`src/rtl/edd_pkg.sv`:
```
// Package for the error diffusion dither: payload structs, register codes,
// error saturation and the sixteenths share function.
// No dependencies; used by edd_lane, the top level and the testbench.
package edd_pkg;

  // Field widths fixed by the stream format.
  localparam int SAMPLE_W   = 8;
  localparam int ERR_W      = 11;
  localparam int IMG_W_W    = 11;
  localparam int THR_W      = 8;
  localparam int CFG_IDX_W  = 4;
  localparam int CFG_DATA_W = 11;
  // Number of sample fields a pixel carries.
  localparam int SLOTS      = 3;

  // Configuration register indexes.
  localparam logic [CFG_IDX_W-1:0] REG_IMAGE_WIDTH = 4'd0;
  localparam logic [CFG_IDX_W-1:0] REG_THRESHOLD   = 4'd1;

  // Register reset values.
  localparam logic [IMG_W_W-1:0] WIDTH_RESET     = 11'd512;
  localparam logic [THR_W-1:0]   THRESHOLD_RESET = 8'd127;

  // Stored error range.
  localparam logic signed [13:0] ERR_MIN = -14'sd1024;
  localparam logic signed [13:0] ERR_MAX = 14'sd1023;

  typedef logic signed [ERR_W-1:0] err_t;

  typedef struct packed {
    logic [SAMPLE_W-1:0] sample_c0;
    logic [SAMPLE_W-1:0] sample_c1;
    logic [SAMPLE_W-1:0] sample_c2;
    logic                frame_start;
  } pix_in_t;

  typedef struct packed {
    logic bit_c0;
    logic bit_c1;
    logic bit_c2;
    logic row_end;
  } pix_out_t;

  typedef struct packed {
    logic [CFG_IDX_W-1:0]  index;
    logic [CFG_DATA_W-1:0] value;
  } cfg_t;

  // Control that the pixel stage hands to every lane.
  typedef struct packed {
    logic adv;    // pixel in the work stage moves on this cycle
    logic clear;  // pixel opens a frame: row carries start from zero
    logic last;   // pixel ends its row
  } lane_ctl_t;

  // Clamp a wide signed sum into the stored error range.
  function automatic err_t sat_err(input logic signed [13:0] x);
    err_t r;
    if (x < ERR_MIN) begin
      r = err_t'(ERR_MIN);
    end else if (x > ERR_MAX) begin
      r = err_t'(ERR_MAX);
    end else begin
      r = err_t'(x);
    end
    return r;
  endfunction

  // (e * k) / 16 with truncation toward zero.
  function automatic logic signed [12:0] share16(input logic signed [12:0] e,
                                                 input logic signed [4:0] k);
    logic signed [16:0] p;
    logic signed [16:0] q;
    p = 17'(e) * 17'(k);
    q = (p < 17'sd0) ? (p + 17'sd15) : p;
    return 13'(q >>> 4);
  endfunction

endpackage

```
`src/rtl/edd_lane.sv`:
```
// One dither lane: quantizes a corrected sample and spreads its error.
// Holds the right carry and the two partial sums for the row below.
// Depends on edd_pkg.
module edd_lane (
  input  logic                          clk,
  input  logic                          rst,
  input  edd_pkg::lane_ctl_t            ctl,
  input  logic [edd_pkg::SAMPLE_W-1:0]  sample,
  input  edd_pkg::err_t                 above,
  input  logic [edd_pkg::THR_W-1:0]     threshold,
  output logic                          px_bit,
  output edd_pkg::err_t                 left_err,
  output edd_pkg::err_t                 here_err
);

  edd_pkg::err_t carry, below_left, below_here;
  edd_pkg::err_t carry_next, below_left_next, below_here_next;
  edd_pkg::err_t carry_in, bl_in, bh_in;
  logic signed [12:0] v, thr_s, e;
  logic signed [12:0] s1, s3, s5, s7;

  // A frame start discards whatever the previous frame left in the carries.
  always_comb begin
    carry_in = ctl.clear ? '0 : carry;
    bl_in    = ctl.clear ? '0 : below_left;
    bh_in    = ctl.clear ? '0 : below_here;
  end

  // Corrected value, quantization and the four error shares.
  always_comb begin
    v      = 13'(signed'({1'b0, sample})) + 13'(carry_in) + 13'(above);
    thr_s  = 13'(signed'({1'b0, threshold}));
    px_bit = (v > thr_s);
    e      = px_bit ? (v - 13'sd255) : v;
    s1     = edd_pkg::share16(e, 5'sd1);
    s3     = edd_pkg::share16(e, 5'sd3);
    s5     = edd_pkg::share16(e, 5'sd5);
    s7     = edd_pkg::share16(e, 5'sd7);
  end

  // Finished entries for the row below: left neighbor and this column.
  always_comb begin
    left_err = edd_pkg::sat_err(14'(bl_in) + 14'(s3));
    here_err = edd_pkg::sat_err(14'(bh_in) + 14'(s5));
  end

  // Carries move one column right, or start over at the end of a row.
  always_comb begin
    if (ctl.last) begin
      carry_next      = '0;
      below_left_next = '0;
      below_here_next = '0;
    end else begin
      carry_next      = edd_pkg::sat_err(14'(s7));
      below_left_next = here_err;
      below_here_next = edd_pkg::sat_err(14'(s1));
    end
  end

  always_ff @(posedge clk) begin
    if (rst) begin
      carry      <= '0;
      below_left <= '0;
      below_here <= '0;
    end else if (ctl.adv) begin
      carry      <= carry_next;
      below_left <= below_left_next;
      below_here <= below_here_next;
    end
  end

endmodule

```
`config.mk`:
```
export PLATFORM = sky130hd
export DESIGN_NAME = edd_lane
export DESIGN_NICKNAME = d
export VERILOG_FILES = /design/src/rtl/edd_pkg.sv /design/src/rtl/edd_lane.sv
export SDC_FILE = /design/constraint.sdc
export NUM_CORES = 1
export LEC_CHECK = 0
export ABC_AREA = 1
export BUFFER_PORTS_ARGS = -buffer_cell sky130_fd_sc_hd__buf_2
export CORE_MARGIN = 2
export CORE_UTILIZATION = 30
export DETAILED_ROUTE_END_ITERATION = 10
export SYNTH_ARGS = -nofsm -noshare
export SYNTH_HDL_FRONTEND = slang
export SYNTH_SLANG_ARGS = --single-unit
```
`constraint.sdc`:
```
create_clock -name clk -period 21.6 [get_ports clk]
set_input_delay 1.08 -clock clk [delete_from_list [all_inputs] [get_ports clk]]
set_output_delay 1.08 -clock clk [all_outputs]
set_load 0.01 [all_outputs]
```
==> flow_metrics.tcl, run 1 <==
set metrics [dict create \
    status "complete, no violations" \
    diodes 0 \
    crit_required_ns 20.52 \
    yosys_warnings 0 \
    worstMarginPinSlew_ns 0.769 \
    finalSetupTns_ns 0 \
    period_needed_ns 12.25 \
    hold_buffers 0 \
    cts-root-buf "clkbuf_16" \
    gp_congestion 0.876 \
    crit_path_end_kind "primary output" \
    drtPass1Iterations 5 \
    final_cell_area_mm2 0.00822 \
    die_area_mm2 0.0261 \
    numCtsBuffers 5 \
    rsz0062_at_grt "false" \
    final_common_cell "nand2_1" \
    drc 0 \
    place_hpwl_um 16900 \
    place_inst 1572 \
    postCtsResizedCells 0 \
    fillers 2697 \
    area_growth_pct 10.5 \
    min_path_type "reg2reg" \
    post_cts_buffers 0 \
    grtUsageTotal 0.157 \
    max_slew_margin 0.483 \
    critical_path_class "in2out" \
    synthFlopType "dfxtp_1" \
    cp-start-kind "input pin" \
    synth_top_family_by_area "simple AND/OR/NAND/NOR gates" \
    synth-simple-area-share 0.315 \
    routed_wl_um 19900 \
    pre_cts_ws_ns 9.28 \
    muxShareOfSynthArea 0 \
    io_pins 55 \
    core_area_mm2 0.0243 \
    cp_data_arrival_time_ns 11.17 \
    htree_levels 2 \
    skew_ns 0.0108 \
    cts.clk_slew.worst_paths_ns 0.05 \
    syn_nets 1362 \
    finalHoldViolCount 0 \
    drtIter0Drc 360 \
    synth-seq-cells 32 \
    cp_top_family "simple AND/OR/NAND/NOR gates" \
    cpPeakStageDelay_ns 0.64 \
    synthCells 1206 \
    cts_tree "done" \
    grt_overflow_total 0 \
    clkSinkCount 32 \
    async_reset_ff_frac 0 \
    die_x_um 161 \
    synth_seq_area_share 0.0861 \
    ant_nets 0 \
    synth-edff-count 0 \
    cpMostUsedCell "nand2_1" \
    nets 1411 \
    start_util 0.306 \
    ys_types 46 \
    antenna_found_initial 0 \
    final.setup.worst_slack_ns 9.35 \
    final_cell_mix "nand2_1 (292), inv_1 (235), nor2_1 (110), ha_1 (102), a21oi_1 (93)" \
    dpl-instance-area_mm2 0.00805 \
    grt_max_degree 34 \
    cp_max_fo 29 \
    avgSynthCellArea_um2 6.17 \
    instances_no_fill 1580 \
    grt_pass1_vias 6973 \
    setup_viol 0 \
    max_freq_ghz 0.0816 \
    die_h_um 161 \
    yosys.area_share.adder 0.231 \
    wire_per_inst_um 12.6 \
    finalCritPeriodShare 0.567 \
    maxSlewViolCount 0 \
    synth_compound_area_frac 0.129 \
    rows 57 \
    drive_gt1_frac 0.0963 \
    vias 7272 \
    grt_first_pass_wirelength_um 33700 \
    critPathBufInv 11 \
    synthXorXnorAreaFrac 0.107 \
    slowest_stage "o31ai_1" \
    synth_area_mm2 0.00744 \
    portBuffers 54 \
    clk_latency_ns 0.29 \
    post_drt_via_cell_ratio 4.60 \
    cts_buffer_depth 2 \
    maxCapViolCount 0 \
]
-- metrics by stage --
stage          hold slack [ns]  utilization
2_1_floorplan            0.438            -
3_3_place_gp             0.454        0.331
3_5_place_dp             0.455        0.331
4_1_cts                  0.464        0.338
5_1_grt                  0.485        0.338
6_report                 0.463        0.338
-- synth_stat cells, types with 6 or more instances --
library cell	instances	area share
xnor2_1	22	0.026
o21ai_0	33	0.022
nand3_1	56	0.038
inv_1	235	0.12
nor3_1	14	0.0094
dfxtp_1	32	0.086
clkbuf_1	9	0.0045
nand3_2	7	0.0094
xor2_1	65	0.077
ha_1	102	0.17
nand2_2	19	0.016
fa_1	22	0.059
a21oi_1	93	0.063
o21bai_1	11	0.011
nor2_1	110	0.056
nand4_1	17	0.014
nand2_1	292	0.15
inv_2	6	0.0030
-- state kept, by name, indices dropped and copies added, names as in the netlist --
| register | flops |
|---|---|
| carry | 11 |
| below_here | 10 |
| below_left | 11 |
-- logic make-up (layout without fill, tap and decap cells) --
group / count (synthesis) / count (layout)
xor+xnor: 89 / 89
buf+inv: 256 / 306
compound gates: 167 / 167
flops: 32 / 32
fa+ha+maj: 124 / 124
simple gates: 538 / 538
-- worst min-delay path, delay by kind of cell (launching register included) --
family	cells	cell delay, ns
simple gates	1	0.06
flops	1	0.30
compound gates	1	0.05
-- layer usage --
| layer | track usage | routed length (um) |
|---|---|---|
| met5 | 0 | 0 |
| met4 | 0.0394 | 421 |
| met3 | 0.0200 | 614 |
| met2 | 0.258 | 8890 |
| met1 | 0.216 | 10000 |
-- path summary, 6_finish.rpt --
kind	startpoint	to	slack (ns)	cells after the start
worst max register to register	carry[1]$_SDFFE_PP0P_	below_left[1]$_SDFFE_PP0P_	11.59	63
worst min-delay path	below_here[7]$_SDFFE_PP0P_	below_here[7]$_SDFFE_PP0P_	0.46	2
worst min register to register	below_here[7]$_SDFFE_PP0P_	below_here[7]$_SDFFE_PP0P_	0.46	2
worst max-delay path	ctl[1]	left_err[7]	9.35	63
-- layout make-up --
class / count / area, um^2 / area share
clock buffers: 5 / 125 / 0.0152
flip-flops and latches: 32 / 641 / 0.0779
well taps: 324 / 405 / 0.0493
repair buffers: 56 / 285 / 0.0347
inverters: 242 / 911 / 0.111
multi-input cells: 918 / 5810 / 0.707
clock inverters: 3 / 42.5 / 0.00517
Power of run 1 is not shown: default switching activity piles up to over one toggle a cycle in this logic, so the estimate is an artifact.
==> run 2, diff against run 1 <==
--- a/config.mk
+++ b/config.mk
@@ -5,7 +5,7 @@
 export SDC_FILE = /design/constraint.sdc
 export NUM_CORES = 1
 export LEC_CHECK = 0
-export ABC_AREA = 1
+export ABC_AREA = 0
 export BUFFER_PORTS_ARGS = -buffer_cell sky130_fd_sc_hd__buf_2
 export CORE_MARGIN = 2
 export CORE_UTILIZATION = 30
==> constraint.sdc (replaced) <==
create_clock -name clk -period 9.9 [get_ports clk]
set_input_delay 0.495 -clock clk [delete_from_list [all_inputs] [get_ports clk]]
set_output_delay 0.495 -clock clk [all_outputs]
set_load 0.01 [all_outputs]
==> flow_metrics.tcl, run 2 <==
set metrics [dict create \
    status "complete, no violations" \
    synthFlopType "dfxtp_1" \
    skew_ns 0.00221 \
    vias 6863 \
    cts.clk_slew.worst_paths_ns 0.05 \
    wire_per_inst_um 14.9 \
    final_cell_mix "buf_4 (101), ha_1 (92), inv_1 (77), xnor2_1 (72), nor2_1 (65)" \
    synth_common_cells "ha_1 (102), inv_1 (83), xnor2_1 (82), nor2_1 (74), nand2_1 (59)" \
    cpPeakStageDelay_ns 0.50 \
    synth_most_common_cell "ha_1" \
    grt_pass1_vias 6607 \
    critPathBufInv 7 \
    nets 1206 \
    synth-seq-cells 32 \
    max_freq_ghz 0.101 \
    maxSlewViolCount 0 \
    finalHoldViolCount 0 \
    gp_congestion 0.904 \
    use_met3 0.0114 \
    period_needed_ns 9.86 \
    clkSinkCount 32 \
    drtPass1Iterations 5 \
    cp-start-kind "input pin" \
    cts-root-buf "clkbuf_16" \
    synth-simple-area-share 0.213 \
    final.setup.worst_slack_ns 0.0441 \
    grt_max_degree 29 \
    yosys.area_share.adder 0.246 \
    synthCells 904 \
    grt_overflow_total 0 \
    grtUsageMet2 0.283 \
    io_pins 55 \
    grt_first_pass_wirelength_um 31800 \
    maxCapViolCount 0 \
    clk_latency_ns 0.28 \
    post_drt_via_cell_ratio 5.04 \
    synth_seq_area_share 0.0917 \
    area_growth_pct 29.3 \
    synth_top_area_share 0.183 \
    crit_required_ns 9.41 \
    antenna_found_initial 1 \
    setup_viol 0 \
    final_util 0.397 \
    use_met1 0.211 \
    top_regs "below_left: 11 flops, carry: 11 flops, below_here: 10 flops" \
    synth_compound_area_frac 0.223 \
    numCtsBuffers 5 \
    min_path_type "reg2reg" \
    start_util 0.307 \
    worstMarginPinSlew_ns 1.24 \
    async_reset_ff_frac 0 \
    grt.busiest_layer "met2" \
    crit_path_end_kind "primary output" \
    dpl-instance-area_mm2 0.00816 \
    ys_types 75 \
    core_area_mm2 0.0228 \
    cp_data_arrival_time_ns 9.36 \
    drtIter0Drc 367 \
    finalCritPeriodShare 0.996 \
    slowest_stage "fa_1" \
    cts_buffer_depth 2 \
    synth_top_family_by_area "adder cells" \
    rows 55 \
    place_hpwl_um 15900 \
    portBuffers 54 \
    cp_top_family "compound AO/OA/AOI/OAI gates" \
    yosys-top-cells-area "ha_1 (18%), xnor2_1 (10%), dfxtp_1 (9.2%), fa_1 (6.3%), inv_1 (4.5%)" \
    die_h_um 157 \
    critical_path_class "in2out" \
    drc 0 \
    ant_nets 0 \
    max_slew_margin 0.169 \
    avgSynthCellArea_um2 7.73 \
    cp_max_fo 5 \
    rsz0062_at_grt "true" \
    htree_levels 2 \
    routed_wl_um 20300 \
    synth_area_mm2 0.00699 \
    synthXorXnorAreaFrac 0.161 \
    grtUsageTotal 0.160 \
    die_x_um 157 \
    muxShareOfSynthArea 0.00286 \
    cpMostUsedCell "a21oi_2" \
    yosysTopAreaCell "ha_1" \
    diodes 0 \
    drive_gt1_frac 0.270 \
    synth-edff-count 0 \
    yosys_warnings 0 \
    final_common_cell "buf_4" \
    die_area_mm2 0.0245 \
    syn_nets 1060 \
    pre_cts_ws_ns -0.365 \
    cts_tree "done" \
    final_cell_area_mm2 0.00903 \
]
-- run 2: area by class of cell --
cell class	instances	area (um^2)
flip-flops and latches	32	642
clock buffers	6	129
inverters	87	327
clock inverters	1	5.00
repair buffers	158	1090
well taps	313	392
fillers	2296	13700
multi-input cells	766	6450
-- run 2: worst min-delay path, delay by kind of cell (launching register included) --
kind / cells / cell delay [ns]
flops: 1 / 0.32
simple gates: 1 / 0.04
compound gates: 1 / 0.05
-- run 2: worst paths after layout --
check / slack [ns] / start / cells past startpoint / end
worst min register to register: 0.45 / below_left[3]$_SDFFE_PP0P_ / 2 / below_left[3]$_SDFFE_PP0P_
worst min-delay path: 0.45 / below_left[3]$_SDFFE_PP0P_ / 2 / below_left[3]$_SDFFE_PP0P_
worst max-delay path: 0.04 / ctl[1] / 49 / left_err[7]
worst max register to register: 0.76 / carry[1]$_SDFFE_PP0P_ / 47 / below_left[0]$_SDFFE_PP0P_
-- run 2: per-stage QoR --
step	setup TNS, ns	instances	hold WS [ns]
detailed placement	-6.64	1327	0.437
finish	0	1363	0.447
global route	-5.26	1363	0.483
CTS	0	1340	0.450
floorplan	0	904	0.417
global placement	-1.83	1327	0.431
-- run 2: cell families after synthesis --
| group | after synthesis |
|---|---|
| buf+inv | 108 |
| mux | 2 |
| fa+ha+maj | 124 |
| flops | 32 |
| simple gates | 292 |
| xor+xnor | 122 |
| compound gates | 224 |
-- run 2: repair_timing --
action | 4_1_cts | 5_1_grt
pin swaps | 2 | 78
buffers inserted | 5 | 22
hold buffers | 0 | 0
setup endpoints to repair | 20 | 32
resized for setup | 21 | 102
gates cloned | 1 | 1
-- run 2: metal layers --
metal	vias to the layer above	part of all wire
li1	3443	-
met1	3273	0.46
met2	120	0.49
met3	25	0.027
met4	2	0.020
met5	-	0.00064
Power of run 2 is left out for the same reason.
==> run 3, diff against run 2 <==
--- a/config.mk
+++ b/config.mk
@@ -7,9 +7,12 @@
 export LEC_CHECK = 0
 export ABC_AREA = 0
 export BUFFER_PORTS_ARGS = -buffer_cell sky130_fd_sc_hd__buf_2
+export CELL_PAD_IN_SITES_DETAIL_PLACEMENT = 0
+export CELL_PAD_IN_SITES_GLOBAL_PLACEMENT = 1
 export CORE_MARGIN = 2
 export CORE_UTILIZATION = 30
 export DETAILED_ROUTE_END_ITERATION = 10
+export PLACE_DENSITY_LB_ADDON = 0.1
 export SYNTH_ARGS = -nofsm -noshare
 export SYNTH_HDL_FRONTEND = slang
 export SYNTH_SLANG_ARGS = --single-unit
==> constraint.sdc (replaced) <==
create_clock -name clk -period 10.1 [get_ports clk]
set_input_delay 0.505 -clock clk [delete_from_list [all_inputs] [get_ports clk]]
set_output_delay 0.505 -clock clk [all_outputs]
set_load 0.01 [all_outputs]
==> flow_metrics.tcl, run 3 (synthesis gave the netlist of run 2 again) <==
set metrics [dict create \
    cpPeakStageDelay_ns 0.47 \
    min_from "below_here[5]$_SDFFE_PP0P_" \
    max_freq_ghz 0.104 \
    cp_max_fo 10 \
    routed_wl_um 21700 \
    maxCapViolCount 0 \
    final_util 0.392 \
    period_needed_ns 9.64 \
    portBuffers 54 \
    gp_congestion 0.861 \
    critical_path_class "in2out" \
    rows 55 \
    ff2ff_setup_slack_ns 1.04 \
    r2r_end "below_left[1]$_SDFFE_PP0P_" \
    grt_pass1_vias 6391 \
    crit_path_end_kind "primary output" \
    drtIter0Drc 352 \
    cts_buffer_depth 2 \
    min_to "below_here[5]$_SDFFE_PP0P_" \
    place_hpwl_um 18300 \
    maxSlewViolCount 0 \
    finalHoldViolCount 0 \
    reg2regPathDepth 49 \
    reg2reg_from "carry[2]$_SDFFE_PP0P_" \
    wire_per_inst_um 15.9 \
    cpMostUsedCell "a21o_1" \
    io_pins 55 \
    final_cell_mix "buf_4 (97), ha_1 (92), inv_1 (80), xnor2_1 (74), nor2_1 (66)" \
    drc 0 \
    finalCritPeriodShare 0.954 \
    die_h_um 157 \
    cts.clk_slew.worst_paths_ns 0.06 \
    crit_required_ns 9.60 \
    hold_ws_ns 0.444 \
    diodes 0 \
    grt_overflow_total 0 \
    antenna_found_initial 1 \
    whs_path_depth 2 \
    grt_first_pass_wirelength_um 34600 \
    drtPass1Iterations 5 \
    area_growth_pct 27.7 \
    cp-start-kind "input pin" \
    ant_nets 0 \
    worstMarginPinSlew_ns 0.676 \
    clk_latency_ns 0.29 \
    nets 1205 \
    htree_levels 2 \
    numCtsBuffers 5 \
    status "complete, no violations" \
    slowest_stage "fa_1" \
    final.setup.worst_slack_ns 0.463 \
    cp_data_arrival_time_ns 9.13 \
    final_common_cell "buf_4" \
    start_util 0.307 \
    skew_ns 0.00673 \
    post_drt_via_cell_ratio 4.87 \
    die_area_mm2 0.0245 \
    clkSinkCount 32 \
    cts_tree "done" \
    grt_max_degree 29 \
    core_area_mm2 0.0228 \
    setup_viol 0 \
    min_path_type "reg2reg" \
    top_regs "below_left: 11 flops, carry: 11 flops, below_here: 10 flops" \
    vias 6635 \
    pre_cts_ws_ns -0.216 \
    drive_gt1_frac 0.258 \
    die_x_um 157 \
    max_slew_margin 0.549 \
    cts-root-buf "clkbuf_16" \
    grtUsageTotal 0.181 \
]
run 3: worst max-delay path by stage:
| stage | startpoint | end | slack, ns |
|---|---|---|---|
| 4_1_cts | ctl[1] | left_err[4] | 0.01 |
| 5_1_grt | ctl[1] | here_err[1] | -0.09 |
| 3_3_place_gp | ctl[1] | here_err[0] | -0.16 |
| 3_5_place_dp | ctl[1] | here_err[0] | -0.22 |
| 6_report | ctl[1] | left_err[4] | 0.46 |
| 2_1_floorplan | ctl[1] | left_err[0] | 0.03 |
run 3: timing repair:
| action | CTS | global route |
|---|---|---|
| pin swaps | 5 | 42 |
| endpoints found under the setup margin | 20 | 32 |
| hold buffers | 0 | 0 |
| resized for setup | 14 | 87 |
| gates cloned | 0 | 1 |
| buffers inserted | 6 | 14 |
run 3: cell type report:
| class | instances | area, um^2 |
|---|---|---|
| repair buffers | 159 | 1100 |
| flip-flops and latches | 32 | 641 |
| fillers | 2444 | 13800 |
| multi-input cells | 764 | 6300 |
| clock buffers | 5 | 125 |
| well taps | 313 | 392 |
| inverters | 87 | 329 |
| clock inverters | 3 | 42.5 |
run 3: critical path, delay by kind of cell:
kind	cells	cell delay [ns]
compound gates	23	3.70
simple gates	7	0.79
fa+ha+maj	8	2.25
buf+inv	10	1.04
xor+xnor	5	0.80
run 3: stage by stage:
step                area, um^2  instances  TNS [ns]
floorplan                 7000        904         0
global placement          8210       1335    -0.725
detailed placement        8210       1335     -2.42
CTS                       8490       1349         0
global route              8930       1363     -1.37
finish                    8930       1363         0
run 3: per-layer routing:
metal / GRT usage / routed length (um)
met5: 0 / 0
met4: 0.0249 / 144
met3: 0.0205 / 827
met2: 0.266 / 9060
met1: 0.284 / 11700
Power of run 3 is left out for the same reason.
